<file path="src/rtl/core/fta_pkg.sv">
// ----------------------------------------------------------------------------
// fta_pkg
// Shared types, widths and constants of the face target aim-and-fire block.
// ----------------------------------------------------------------------------
package fta_pkg;

    // Field widths
    localparam int COL_W      = 11;
    localparam int ROW_W      = 10;
    localparam int POS_W      = 16;
    localparam int TIME_W     = 32;
    localparam int CNT_W      = 8;
    localparam int COOL_W     = 16;
    localparam int CFG_DATA_W = 16;
    localparam int CFG_IDX_W  = 3;

    // Datapath widths
    localparam int DIST_W  = 25;   // exact squared distance
    localparam int OFS_X_W = 13;   // mouth column minus target, signed
    localparam int OFS_Y_W = 12;   // mouth row minus target, signed
    localparam int MAG_X_W = 12;
    localparam int MAG_Y_W = 11;
    localparam int NX_W    = 18;
    localparam int NY_W    = 16;
    localparam int Q_W     = 12;   // step offset magnitude
    localparam int V_W     = 13;   // signed step offset

    // Scaling: 700/1280 = 35/64, 500/720 = 25/36
    localparam logic [5:0]  SCALE_X_NUM   = 6'd35;
    localparam int          SCALE_X_SHIFT = 6;
    localparam logic [4:0]  SCALE_Y_NUM   = 5'd25;
    // floor(n/36) = (n * 233017) >> 23 for n < 58254
    localparam logic [17:0] RECIP_36      = 18'd233017;
    localparam int          RECIP_36_SH   = 23;
    localparam int          PROD_Y_W      = NY_W + 19;

    localparam logic [Q_W-1:0]   DEADBAND_STEPS = 12'd2;
    localparam logic [CNT_W-1:0] CNT_MAX        = 8'hFF;

    // Configuration register indexes
    typedef enum logic [CFG_IDX_W-1:0] {
        REG_TARGET_X          = 3'd0,
        REG_TARGET_Y          = 3'd1,
        REG_MAX_FACE_WIDTH    = 3'd2,
        REG_MAX_FACE_HEIGHT   = 3'd3,
        REG_FIRE_ENABLE       = 3'd4,
        REG_TRACK_WHILE_ARMED = 3'd5,
        REG_MIN_ON_TARGET     = 3'd6,
        REG_FIRE_COOLDOWN_MS  = 3'd7
    } cfg_reg_t;

    // Result kinds
    localparam logic ACT_MOVE = 1'b0;
    localparam logic ACT_FIRE = 1'b1;

    typedef struct packed {
        logic                     face_valid;
        logic [COL_W-1:0]         face_x;
        logic [ROW_W-1:0]         face_y;
        logic [COL_W-1:0]         face_width;
        logic [ROW_W-1:0]         face_height;
        logic                     frame_last;
        logic signed [POS_W-1:0]  pos_x;
        logic signed [POS_W-1:0]  pos_y;
        logic [TIME_W-1:0]        time_ms;
    } face_item_t;

    typedef struct packed {
        logic                     action_kind;
        logic signed [POS_W-1:0]  move_x;
        logic signed [POS_W-1:0]  move_y;
    } aim_item_t;

    // floor(h/6) for a 10-bit value, by reciprocal multiply
    function automatic logic [7:0] div6(input logic [ROW_W-1:0] h);
        logic [23:0] p;
        p = {14'd0, h} * 24'd2731;
        return p[21:14];
    endfunction

endpackage

</file>
<file path="src/rtl/core/face_target_aim_and_fire.sv">
// ----------------------------------------------------------------------------
// face_target_aim_and_fire
// Picks the face nearest the target per frame and issues a move or fire.
// ----------------------------------------------------------------------------
// Usage:
//   in_valid/in_ready carry one face rectangle per item, with turret position
//   and a millisecond timestamp; frame_last marks the frame's final item.
//   out_valid/out_ready carry at most one result per frame: a move to a new
//   saturated position, or a fire.
//   cfg_valid/cfg_ready/cfg_index/cfg_data write the eight settings; cfg_ready
//   is always high. Write them only while the block is idle.
// Timing:
//   The input register (stage 0) is followed by stages 1 to 5 and the
//   output register, which drives out_valid. One item per cycle is
//   accepted when nothing stalls; stages collapse bubbles, so input keeps
//   flowing while a result waits until the pipeline is full.
// Reset:
//   Settings return to their defaults, the retained face, on-target counter
//   and last fire time clear, and the pipeline empties.
// Stall:
//   If out_ready is low the result holds; later frame-end items back up stage
//   by stage and in_ready drops once the items behind them reach the input.
// ----------------------------------------------------------------------------
module face_target_aim_and_fire
    import fta_pkg::*;
(
    input  logic                  clk,
    input  logic                  rst_n,
    input  logic                  in_valid,
    output logic                  in_ready,
    input  face_item_t            in_item,
    output logic                  out_valid,
    input  logic                  out_ready,
    output aim_item_t             out_item,
    input  logic                  cfg_valid,
    output logic                  cfg_ready,
    input  cfg_reg_t              cfg_index,
    input  logic [CFG_DATA_W-1:0] cfg_data
);

    // Configuration
    logic [COL_W-1:0]  target_x_reg;
    logic [ROW_W-1:0]  target_y_reg;
    logic [COL_W-1:0]  max_w_reg;
    logic [ROW_W-1:0]  max_h_reg;
    logic              fire_en_reg;
    logic              track_reg;
    logic [CNT_W-1:0]  min_on_reg;
    logic [COOL_W-1:0] cooldown_reg;

    // Frame and aim state
    logic              best_valid_reg;
    logic [COL_W-1:0]  best_x_reg;
    logic [ROW_W-1:0]  best_y_reg;
    logic [COL_W-1:0]  best_w_reg;
    logic [ROW_W-1:0]  best_h_reg;
    logic [DIST_W-1:0] best_dist_reg;
    logic [CNT_W-1:0]  count_reg;
    logic [TIME_W-1:0] last_fire_reg;

    // Stage 0: input register
    logic              v0_reg;
    face_item_t        s0_reg;

    // Stage 1: distance
    logic              v1_reg;
    logic              keep1_reg;
    logic [DIST_W-1:0] dist1_reg;
    face_item_t        s1_reg;

    // Stage 2: selected face at frame end
    logic                    v2_reg;
    logic [COL_W-1:0]        x2_reg;
    logic [ROW_W-1:0]        y2_reg;
    logic [COL_W-1:0]        w2_reg;
    logic [ROW_W-1:0]        h2_reg;
    logic signed [POS_W-1:0] px2_reg, py2_reg;
    logic [TIME_W-1:0]       t2_reg;

    // Stage 3: pixel offset
    logic                      v3_reg;
    logic signed [OFS_X_W-1:0] ox3_reg;
    logic signed [OFS_Y_W-1:0] oy3_reg;
    logic signed [POS_W-1:0]   px3_reg, py3_reg;
    logic [TIME_W-1:0]         t3_reg;

    // Stage 4: scaled magnitudes
    logic                    v4_reg;
    logic                    sx4_reg, sy4_reg;
    logic [NX_W-1:0]         nx4_reg;
    logic [NY_W-1:0]         ny4_reg;
    logic signed [POS_W-1:0] px4_reg, py4_reg;
    logic [TIME_W-1:0]       t4_reg;

    // Stage 5: step offsets
    logic                    v5_reg;
    logic                    sx5_reg, sy5_reg;
    logic [Q_W-1:0]          qx5_reg, qy5_reg;
    logic signed [POS_W-1:0] px5_reg, py5_reg;
    logic [TIME_W-1:0]       t5_reg;

    // Output register
    logic       out_valid_reg;
    aim_item_t  out_reg;

    // Load enables, from the output backward
    logic ld_out, ld5, ld4, ld3, ld2, ld1, ld0;

    // Stage 1 logic
    logic [COL_W:0]            cx;
    logic [ROW_W:0]            cy;
    logic signed [COL_W+1:0]   dx;
    logic signed [ROW_W+1:0]   dy;
    logic [COL_W:0]            adx;
    logic [ROW_W:0]            ady;
    logic [2*COL_W+1:0]        sqx;
    logic [2*ROW_W+1:0]        sqy;
    logic                      keep0;

    // Stage 2 logic
    logic             take;
    logic             sel_valid;
    logic [COL_W-1:0] sel_x, sel_w;
    logic [ROW_W-1:0] sel_y, sel_h;

    // Stage 3 logic
    logic [OFS_X_W-1:0] mx;
    logic [OFS_Y_W-1:0] my;
    logic [ROW_W+1:0]   h3;
    logic [7:0]         h6;

    // Stage 4 logic
    logic [MAG_X_W-1:0] ax;
    logic [MAG_Y_W-1:0] ay;

    // Stage 5 logic
    logic [PROD_Y_W-1:0] prod_y;

    // Decision logic
    logic                    off_target;
    logic [CNT_W-1:0]        cnt_base;
    logic [CNT_W-1:0]        cnt_inc;
    logic [CNT_W-1:0]        cnt_next;
    logic [TIME_W-1:0]       elapsed;
    logic                    fire;
    logic                    emit;
    logic signed [V_W-1:0]   vx, vy;
    logic signed [POS_W:0]   sum_x, sum_y;
    logic signed [POS_W-1:0] sat_x, sat_y;

    assign cfg_ready = 1'b1;
    assign out_valid = out_valid_reg;
    assign out_item  = out_reg;

    assign ld_out   = !out_valid_reg || out_ready;
    assign ld5      = !v5_reg || ld_out;
    assign ld4      = !v4_reg || ld5;
    assign ld3      = !v3_reg || ld4;
    assign ld2      = !v2_reg || ld3;
    assign ld1      = !v1_reg || ld2;
    assign ld0      = !v0_reg || ld1;
    assign in_ready = ld0;

    // Configuration writes
    always_ff @(posedge clk or negedge rst_n)
    begin
        if (!rst_n)
        begin
            target_x_reg <= 11'd588;
            target_y_reg <= 10'd296;
            max_w_reg    <= 11'd110;
            max_h_reg    <= 10'd110;
            fire_en_reg  <= 1'b0;
            track_reg    <= 1'b1;
            min_on_reg   <= 8'd5;
            cooldown_reg <= 16'd5000;
        end
        else if (cfg_valid)
        begin
            case (cfg_index)
                REG_TARGET_X:          target_x_reg <= cfg_data[COL_W-1:0];
                REG_TARGET_Y:          target_y_reg <= cfg_data[ROW_W-1:0];
                REG_MAX_FACE_WIDTH:    max_w_reg    <= cfg_data[COL_W-1:0];
                REG_MAX_FACE_HEIGHT:   max_h_reg    <= cfg_data[ROW_W-1:0];
                REG_FIRE_ENABLE:       fire_en_reg  <= cfg_data[0];
                REG_TRACK_WHILE_ARMED: track_reg    <= cfg_data[0];
                REG_MIN_ON_TARGET:     min_on_reg   <= cfg_data[CNT_W-1:0];
                REG_FIRE_COOLDOWN_MS:  cooldown_reg <= cfg_data[COOL_W-1:0];
                default: ;
            endcase
        end
    end

    // Stage 1: size filter and squared distance of the face center
    always_comb
    begin
        keep0 = s0_reg.face_valid && (s0_reg.face_width <= max_w_reg)
                && (s0_reg.face_height <= max_h_reg);
        cx  = {1'b0, s0_reg.face_x} + {2'b0, s0_reg.face_width[COL_W-1:1]};
        cy  = {1'b0, s0_reg.face_y} + {2'b0, s0_reg.face_height[ROW_W-1:1]};
        dx  = $signed({1'b0, cx}) - $signed({2'b0, target_x_reg});
        dy  = $signed({1'b0, cy}) - $signed({2'b0, target_y_reg});
        adx = dx[COL_W+1] ? (COL_W+1)'(0) - dx[COL_W:0] : dx[COL_W:0];
        ady = dy[ROW_W+1] ? (ROW_W+1)'(0) - dy[ROW_W:0] : dy[ROW_W:0];
        sqx = adx * adx;
        sqy = ady * ady;
    end

    // Stage 2: nearest face, earlier kept on ties
    always_comb
    begin
        take      = keep1_reg && (!best_valid_reg || dist1_reg < best_dist_reg);
        sel_valid = best_valid_reg || take;
        sel_x     = take ? s1_reg.face_x      : best_x_reg;
        sel_y     = take ? s1_reg.face_y      : best_y_reg;
        sel_w     = take ? s1_reg.face_width  : best_w_reg;
        sel_h     = take ? s1_reg.face_height : best_h_reg;
    end

    // Stage 3: mouth center and offset from target
    always_comb
    begin
        h6 = div6(h2_reg);
        h3 = {2'b0, h2_reg} + {1'b0, h2_reg, 1'b0};
        // w/4 + (w/2)/2 is twice w/4
        mx = {2'b0, x2_reg} + {3'b0, w2_reg[COL_W-1:2], 1'b0};
        my = {2'b0, y2_reg} + {2'b0, h3[ROW_W+1:2]} + {5'b0, h6[7:1]};
    end

    // Stage 4: magnitudes times the scale numerators
    always_comb
    begin
        ax = ox3_reg[OFS_X_W-1] ? MAG_X_W'(0) - ox3_reg[MAG_X_W-1:0] : ox3_reg[MAG_X_W-1:0];
        ay = oy3_reg[OFS_Y_W-1] ? MAG_Y_W'(0) - oy3_reg[MAG_Y_W-1:0] : oy3_reg[MAG_Y_W-1:0];
    end

    // Stage 5: divide by 64 and by 36
    assign prod_y = ny4_reg * RECIP_36;

    // Decision: deadband, on-target counter, cooldown, saturated move
    always_comb
    begin
        off_target = (qx5_reg > DEADBAND_STEPS) || (qy5_reg > DEADBAND_STEPS);
        cnt_base   = fire_en_reg ? count_reg : '0;
        cnt_inc    = (cnt_base < CNT_MAX) ? cnt_base + 8'd1 : cnt_base;
        elapsed    = t5_reg - last_fire_reg;
        fire       = !off_target && (cnt_inc > min_on_reg)
                     && (elapsed > {16'd0, cooldown_reg});
        if (off_target || fire)
            cnt_next = '0;
        else
            cnt_next = cnt_inc;
        emit  = fire || track_reg || (cnt_next == '0);
        vx    = sx5_reg ? V_W'(0) - $signed({1'b0, qx5_reg}) : $signed({1'b0, qx5_reg});
        vy    = sy5_reg ? V_W'(0) - $signed({1'b0, qy5_reg}) : $signed({1'b0, qy5_reg});
        sum_x = {px5_reg[POS_W-1], px5_reg} + {{(POS_W+1-V_W){vx[V_W-1]}}, vx};
        sum_y = {py5_reg[POS_W-1], py5_reg} + {{(POS_W+1-V_W){vy[V_W-1]}}, vy};
        if (sum_x[POS_W] != sum_x[POS_W-1])
            sat_x = sum_x[POS_W] ? 16'sh8000 : 16'sh7FFF;
        else
            sat_x = sum_x[POS_W-1:0];
        if (sum_y[POS_W] != sum_y[POS_W-1])
            sat_y = sum_y[POS_W] ? 16'sh8000 : 16'sh7FFF;
        else
            sat_y = sum_y[POS_W-1:0];
    end

    // Control state: valid bits, retained face valid, counter, fire time
    always_ff @(posedge clk or negedge rst_n)
    begin
        if (!rst_n)
        begin
            v0_reg         <= 1'b0;
            v1_reg         <= 1'b0;
            v2_reg         <= 1'b0;
            v3_reg         <= 1'b0;
            v4_reg         <= 1'b0;
            v5_reg         <= 1'b0;
            out_valid_reg  <= 1'b0;
            best_valid_reg <= 1'b0;
            count_reg      <= '0;
            last_fire_reg  <= '0;
        end
        else
        begin
            if (ld0)
                v0_reg <= in_valid;
            if (ld1)
                v1_reg <= v0_reg;
            if (ld2)
                v2_reg <= v1_reg && s1_reg.frame_last && sel_valid;
            if (ld3)
                v3_reg <= v2_reg;
            if (ld4)
                v4_reg <= v3_reg;
            if (ld5)
                v5_reg <= v4_reg;
            if (ld_out)
                out_valid_reg <= v5_reg && emit;
            // retained face: cleared at frame end
            if (v1_reg && ld2)
            begin
                if (s1_reg.frame_last)
                    best_valid_reg <= 1'b0;
                else if (take)
                    best_valid_reg <= 1'b1;
            end
            if (v5_reg && ld_out)
            begin
                count_reg <= cnt_next;
                if (fire)
                    last_fire_reg <= t5_reg;
            end
        end
    end

    // Payload registers
    always_ff @(posedge clk)
    begin
        if (ld0)
            s0_reg <= in_item;
        if (ld1)
        begin
            s1_reg    <= s0_reg;
            keep1_reg <= keep0;
            dist1_reg <= {1'b0, sqx} + {3'b0, sqy};
        end
        if (v1_reg && ld2 && take)
        begin
            best_x_reg    <= s1_reg.face_x;
            best_y_reg    <= s1_reg.face_y;
            best_w_reg    <= s1_reg.face_width;
            best_h_reg    <= s1_reg.face_height;
            best_dist_reg <= dist1_reg;
        end
        if (ld2)
        begin
            x2_reg  <= sel_x;
            y2_reg  <= sel_y;
            w2_reg  <= sel_w;
            h2_reg  <= sel_h;
            px2_reg <= s1_reg.pos_x;
            py2_reg <= s1_reg.pos_y;
            t2_reg  <= s1_reg.time_ms;
        end
        if (ld3)
        begin
            ox3_reg <= $signed(mx) - $signed({2'b0, target_x_reg});
            oy3_reg <= $signed(my) - $signed({2'b0, target_y_reg});
            px3_reg <= px2_reg;
            py3_reg <= py2_reg;
            t3_reg  <= t2_reg;
        end
        if (ld4)
        begin
            sx4_reg <= ox3_reg[OFS_X_W-1];
            sy4_reg <= oy3_reg[OFS_Y_W-1];
            nx4_reg <= {6'b0, ax} * {12'b0, SCALE_X_NUM};
            ny4_reg <= {5'b0, ay} * {11'b0, SCALE_Y_NUM};
            px4_reg <= px3_reg;
            py4_reg <= py3_reg;
            t4_reg  <= t3_reg;
        end
        if (ld5)
        begin
            sx5_reg <= sx4_reg;
            sy5_reg <= sy4_reg;
            qx5_reg <= nx4_reg[SCALE_X_SHIFT +: Q_W];
            qy5_reg <= prod_y[RECIP_36_SH +: Q_W];
            px5_reg <= px4_reg;
            py5_reg <= py4_reg;
            t5_reg  <= t4_reg;
        end
        if (ld_out && v5_reg)
        begin
            if (fire)
            begin
                out_reg.action_kind <= ACT_FIRE;
                out_reg.move_x      <= '0;
                out_reg.move_y      <= '0;
            end
            else
            begin
                out_reg.action_kind <= ACT_MOVE;
                out_reg.move_x      <= sat_x;
                out_reg.move_y      <= sat_y;
            end
        end
    end

endmodule

</file>
<file path="config.mk">
export PLATFORM = sky130hd
export DESIGN_NAME = face_target_aim_and_fire
export DESIGN_NICKNAME = d
export VERILOG_FILES = /design/src/rtl/core/fta_pkg.sv /design/src/rtl/core/face_target_aim_and_fire.sv
export SDC_FILE = /design/constraint.sdc
export NUM_CORES = 2
export LEC_CHECK = 0
export BUFFER_PORTS_ARGS = -buffer_cell sky130_fd_sc_hd__buf_4
export CAP_MARGIN = 25
export CORE_MARGIN = 5
export CORE_UTILIZATION = 39
export DETAILED_ROUTE_END_ITERATION = 10
export GPL_ROUTABILITY_DRIVEN = 0
export REMOVE_ABC_BUFFERS = 1
export SLEW_MARGIN = 20
export SYNTH_ARGS = -nofsm -noshare
export SYNTH_HDL_FRONTEND = slang
export SYNTH_SLANG_ARGS = --single-unit
</file>
<file path="constraint.sdc">
create_clock -name clk -period 12.7 [get_ports clk]
set_clock_uncertainty 0.1 [all_clocks]
set_input_delay 0.635 -clock clk [delete_from_list [all_inputs] [get_ports clk]]
set_output_delay 0.635 -clock clk [all_outputs]
set_load 0.005 [all_outputs]
</file>
======== Yosys cells after proc, flatten, opt, wreduce, memory -nomap -nowiden ========
Index checks and enable logic that the tools add are counted.
word-level totals
  ROM bits ................................ 0
  register bits ........................... 841
  memories kept ........................... 0
  bits of input ports ..................... 132
  output and inout bits ................... 36
  bits in latches ......................... 0
  memory bits (writable) .................. 0
cells by class
  multiply operators ...................... 6
  div/mod/pow operators ................... 0
  shift-type cells ........................ 0
  $lt $le $gt $ge ......................... 8
  add/subtract/negate cells ............... 21
  bitwise operators ....................... 0
  equality and inequality tests ........... 9
  multiplexer cells ....................... 20
  reduce and logical (&&, ||, !) cells .... 46
operators by type and width
  operator                                             count
  two-way mux 16 bit                                   4
  two-way mux 11 bit                                   4
  adder 16 x 13 -> 17 bit                              2
  multiplier 16 x 18 -> 34 bit, second input constant  1
  two-way mux 33 bit                                   1
  greater-than comparator 32 x 16 -> 1 bit             1
  subtractor 32 bit                                    1
  two-way mux 13 bit                                   2
  subtractor 12 x 11 -> 13 bit                         2
  adder 24 x 22 -> 25 bit                              1
  less-than comparator 25 bit                          1
  adder 11 x 10 -> 12 bit                              2
  multiplier 12 x 12 -> 24 bit                         1
  two-way mux 12 bit                                   2
  two-way mux 8 bit                                    3
  subtractor 1 x 12 -> 12 bit, first input constant    2
  multiplier 10 x 12 -> 22 bit, second input constant  1
  multiplier 11 x 11 -> 22 bit                         1
  subtractor 1 x 11 -> 11 bit, first input constant    2
  two-way mux 10 bit                                   2
  AND reduction 2 bit                                  10
  multiplier 12 x 6 -> 18 bit, second input constant   1
  multiplier 11 x 5 -> 16 bit, second input constant   1
  logical OR 1 bit                                     13
  other kinds (25)                                     49

======== Logic depth before layout (Yosys ltp) ========
  depth in word-level cells ............... 11
  gate-level depth with buffers ........... 39
  depth with buffers taken out ............ 39

======== Worst setup path before layout ========
Ideal clock, no wire load.
  path type ............................... reg2reg
  from .................................... reg target_y_reg[1]
  to ...................................... reg dist1_reg[23], data pin
  data arrival time ....................... 9.394 ns
  stages on the path, launching flop included .. 35
  library setup time ...................... 0.258 ns
  buffers on the path ..................... 0
  setup slack ............................. 2.949 ns
  cell sequence ........................... dfrtp_1 -> fa_1 -> inv_1 -> ha_1 -> a21o_1 -> a21oi_1 -> o21bai_1 -> a2111oi_0 -> o31ai_1 -> a21boi_1 -> nand2b_1 -> xor2_1 -> clkinv_1 -> or2_2 -> fa_1 -> inv_1 -> fa_1 -> fa_1 -> inv_1 -> fa_1 -> inv_1 -> fa_1 -> inv_1 -> fa_1 -> fa_1 -> inv_1 -> ha_1 -> and3_1 -> a21oi_1 -> a31oi_1 -> a21bo_2 -> a311oi_1 -> o21bai_1 -> a21oi_1 -> xnor2_1
on the way
  word-level cells in the longest chain between the ends .. 5
ends and longest elaborated chain
  what                            line                             text
  start, declared                 face_target_aim_and_fire.sv:43   logic [ROW_W-1:0] target_y_reg;
  start signal, assigned          face_target_aim_and_fire.sv:182  REG_TARGET_Y: target_y_reg <= cfg_data[ROW_W-1:0];
  subtractor 11 x 10 -> 12 bit *  face_target_aim_and_fire.sv:202  dy = $signed({1'b0, cy}) - $signed({2'b0, target_y_reg});
  subtractor 1 x 11 -> 11 bit     face_target_aim_and_fire.sv:204  ady = dy[ROW_W+1] ? (ROW_W+1)'(0) - dy[ROW_W:0] : dy[ROW_W:0];
  two-way mux 11 bit *            face_target_aim_and_fire.sv:204
  multiplier 11 x 11 -> 22 bit *  face_target_aim_and_fire.sv:206  sqy = ady * ady;
  adder 24 x 22 -> 25 bit *       face_target_aim_and_fire.sv:326  dist1_reg <= {1'b0, sqx} + {3'b0, sqy};
  end signal, assigned            face_target_aim_and_fire.sv:326
  end, declared                   face_target_aim_and_fire.sv:68   logic [DIST_W-1:0] dist1_reg;
Mark *: on every way between the ends. The rest lies on a longest branch, timed or not.
A chain may end at the register's enable or synchronous reset.

======== Worst setup path in the final report ========
Same ends and word-level chain as after synthesis.

==> load_flow_metrics.sql <==
INSERT INTO impl_metrics (metric_group, metric, value, unit) VALUES
('global_routing', 'overflow', '0', ''),
('timing', 'unrepaired_setup_endpoints_after_global_routing', 'no', ''),
('critical_path', 'crit_arrival', '11.15', 'ns'),
('synth', 'yosysSeqAreaShare', '46.7', '%'),
('timing', 'max_slew.worst_pin.slew', '1.07', 'ns'),
('critical_path', 'critPathKind', 'reg -> reg', ''),
('critical_path', 'worst_r2r_startpoint', 'target_y_reg[1]$_DFFE_PN0P_', ''),
('clocking', 'clock-root-buffer', 'sky130_fd_sc_hd__clkbuf_16', ''),
('placed_design', 'dp.final_hpwl', '82500', 'um'),
('placed_design', 'place.port_buffers', '166', ''),
('layout', 'post_route_design_area', '59800', 'sq um'),
('clocking', 'cts_buffers', '92', ''),
('floorplan', 'io_pins', '168', ''),
('clocking', 'post_cts_resized', '0', ''),
('global_routing', 'grt_start_max_net_pins', '66', ''),
('floorplan', 'initial_utilization', '39.2', '%'),
('floorplan', 'design.die.area', '141000', 'sq um'),
('clocking', 'clock_insertion_delay_worst_skew', '0.70', 'ns'),
('critical_path', 'timing.critical_path.to_type', 'register', ''),
('floorplan', 'dieWidth', '376', 'um'),
('timing', 'finalSetupViolCount', '0', ''),
('layout', 'finalNetCount', '5572', ''),
('layout', 'drive_gt1_share', '12.0', '%'),
('drt', 'postRouteWirelength', '108000', 'um'),
('layout', 'fill_cells', '12200', ''),
('synth', 'async_reset_ff_share', '14.0', '%'),
('critical_path', 'timing.critical_path.mode_cell', 'sky130_fd_sc_hd__fa_1', ''),
('floorplan', 'die-height', '376', 'um'),
('synth', 'synth_ff_type', 'sky130_fd_sc_hd__edfxtp_1', ''),
('timing', 'finalWorstPathRequiredPeriod', '10.80', 'ns'),
('global_routing', 'initial_antenna_violation_count', '7', ''),
('hold_path', 'hp-class', 'in -> reg', ''),
('critical_path', 'cp_max_fo', '10', ''),
('floorplan', 'placementRows', '134', ''),
('critical_path', 'setup.worst_path.start', 'target_y_reg[1]$_DFFE_PN0P_', ''),
('job', 'cap_viol_max_count', '0', ''),
('critical_path', 'startpoint_type', 'register', ''),
('synth', 'avgSynthCellArea', '12.5', 'sq um'),
('synth', 'synth_seq_cells', '829', ''),
('timing', 'final_period_utilization', '85.1', '%'),
('drt', 'avgRoutedWirePerCell', '17.0', 'um'),
('clocking', 'clk_pin_slew_worst_paths', '0.06', 'ns'),
('synth', 'syn_area', '52200', 'sq um'),
('global_routing', 'grt_pass1_wl', '174000', 'um'),
('clocking', 'cts_buffer_depth', '3', ''),
('drt', 'detail-route-antenna-nets', '0', ''),
('drt', 'detail_route.iter0.violations', '1655', ''),
('clocking', 'numClockSinks', '829', ''),
('layout', 'layout-area-overhead-vs-synth', '14.7', '%'),
('drt', 'vias', '30600', ''),
('clocking', 'clock_tree_from_tritoncts', 'done', ''),
('synth', 'synth_warnings', '0', ''),
('placed_design', 'placedInstanceArea', '55600', 'sq um'),
('hold_path', 'hold_path.startpoint', 'in_item[36]', ''),
('drt', 'route.detailed.vias_per_inst', '4.80', ''),
('clocking', 'cts_h_tree_depth', '3', ''),
('drt', 'firstDrtPassIters', '5', ''),
('layout', 'postLayoutCoreUtil', '44.9', '%'),
('critical_path', 'r2r_slack', '1.90', 'ns'),
('run_status', 'outcome', 'completed', ''),
('drt', 'drt_drc_violations_left', '0', ''),
('critical_path', 'worstPathRequired', '13.05', 'ns'),
('timing', 'fmaxAchievable', '92.6', 'MHz'),
('floorplan', 'core-area', '133000', 'sq um'),
('timing', 'slew_limit_fails', '0', ''),
('timing', 'slew-limit-headroom', '28.6', '%'),
('critical_path', 'crit_slowest_cell', 'sky130_fd_sc_hd__a2111oi_0', ''),
('timing', 'tns', '0', 'ns'),
('timing', 'total_count_of_hold_check_failures_in_the_final_report', '0', ''),
('synth', 'ys_types', '97', ''),
('synth', 'syn-instance-count', '4187', ''),
('timing', 'final_critical_path_setup_slack', '1.90', 'ns'),
('critical_path', 'critical_path.max_stage_delay', '0.85', 'ns'),
('global_routing', 'vias_in_the_first_global_route', '32200', ''),
('layout', 'largest_reg_flops', '108', ''),
('global_routing', 'grt_usage', '15.5', '%'),
('synth', 'synth_edf_count', '713', ''),
('placed_design', 'detailedPlace.worstSlack', '1.98', 'ns');
==> cell usage in the layout, fill, tap and decap left out, types with 91 or more instances in the layout <==
cell type,instances
sky130_fd_sc_hd__mux2_2,92
sky130_fd_sc_hd__clkbuf_16,92
sky130_fd_sc_hd__ha_1,563
sky130_fd_sc_hd__a21oi_1,158
sky130_fd_sc_hd__buf_4,190
sky130_fd_sc_hd__o21ai_0,106
sky130_fd_sc_hd__fa_1,356
sky130_fd_sc_hd__dlygate4sd3_1,106
sky130_fd_sc_hd__edfxtp_1,713
sky130_fd_sc_hd__xnor2_1,146
sky130_fd_sc_hd__inv_1,788
sky130_fd_sc_hd__nand2_1,182
sky130_fd_sc_hd__nor2_1,235
sky130_fd_sc_hd__dfrtp_1,91
==> kinds of logic after synthesis <==
group / count (synthesis) / share of synthesized area, %
AOI/OAI and AO/OA: 549 / 7.08
xor gates and xnor gates: 203 / 3.44
adders and majority gates: 919 / 27.2
buffers and inverters: 861 / 6.37
DFF: 829 / 46.7
muxes: 129 / 2.99
other: 1 / 0.00719
and+or+nand+nor: 696 / 6.27
==> worst max-delay path: cells and delay by family, from the launching register on <==
kind / cells / cell delay, ns
fa+ha+maj: 10 / 4.93
xor+xnor: 2 / 0.33
flops: 1 / 0.40
buf+inv: 7 / 0.71
simple gates: 3 / 0.76
compound gates: 12 / 3.29
==> routing by layer <==
metal  global-route usage, %  wire (um)
met5                       0         20
met1                    21.1      49300
met3                    2.78       5160
met2                    25.9      51400
met4                    3.47       2050
==> final cells by class <==
class / instances / area (sq um) / area share, %
tap: 1768 / 2210 / 3.70
timing repair buffer: 302 / 2580 / 4.31
inverter: 799 / 3000 / 5.02
antenna: 3 / 7.51 / 0.0125
sequential: 829 / 24300 / 40.7
clock inverter: 52 / 634 / 1.06
multi-input combinational: 2497 / 24600 / 41.0
clock buffer: 117 / 2500 / 4.17
==> worst paths after layout <==
kind	end	depth (start not counted)
min reg2reg	t5_reg[13]$_DFFE_PP_	0
max in group asynchronous	count_reg[5]$_DFFE_PN0P_	3
max reg2reg	dist1_reg[23]$_DFFE_PP_	34
min	s0_reg[36]$_DFFE_PP_	1
min in group asynchronous	cooldown_reg[15]$_DFFE_PN0P_	2
max	dist1_reg[23]$_DFFE_PP_	34
==> Yosys cell counts, drive strengths merged (6+ instances only) <==
| library cell | instances | area [sq um] |
|---|---|---|
| edfxtp | 713 | 21400 |
| or3 | 23 | 144 |
| xnor2 | 147 | 1300 |
| dfrtp | 91 | 2280 |
| nor2b | 19 | 119 |
| o21a | 35 | 264 |
| mux2i | 6 | 60.1 |
| fa | 356 | 7130 |
| nand2 | 186 | 701 |
| nand3 | 33 | 165 |
| and3 | 14 | 88.8 |
| a311oi | 6 | 52.6 |
| a31oi | 19 | 119 |
| o21bai | 19 | 143 |
| o31ai | 25 | 188 |
| clkinv | 6 | 22.5 |
| nand2b | 41 | 257 |
| inv | 793 | 2980 |
| or2 | 23 | 144 |
| mux2 | 123 | 1500 |
| nand4 | 26 | 163 |
| a21o | 59 | 443 |
| a2111oi | 11 | 116 |
| ha | 563 | 7040 |
| clkbuf | 39 | 150 |
| and2 | 20 | 129 |
| nor4 | 9 | 56.3 |
| or4 | 6 | 45.0 |
| nor3 | 39 | 195 |
| dfstp | 25 | 657 |
| o21ai | 107 | 536 |
| nor2 | 236 | 888 |
| a21boi | 13 | 97.6 |
| a211oi | 8 | 65.1 |
| a211o | 6 | 52.6 |
| buf | 23 | 174 |
| o211ai | 16 | 130 |
| xor2 | 56 | 498 |
| o31a | 6 | 52.6 |
| o41ai | 16 | 200 |
| a21oi | 161 | 832 |
==> what timing repair did <==
item,CTS,global route
hold buffers,106,0
setup buffers,0,0
hold endpoints to repair,150,0
==> metrics by stage <==
stage / instances / hold WS, ns
2_1_floorplan: 4125 / 0.239
3_3_place_gp: 6083 / 0.300
3_5_place_dp: 6085 / 0.305
4_1_cts: 6360 / 0.00150
5_1_grt: 6364 / 0.00604
6_report: 6367 / 0.0559
Power is left out: the tool's default activity adds up to more than one toggle a clock period on the data nets, which glitch-free logic cannot reach.
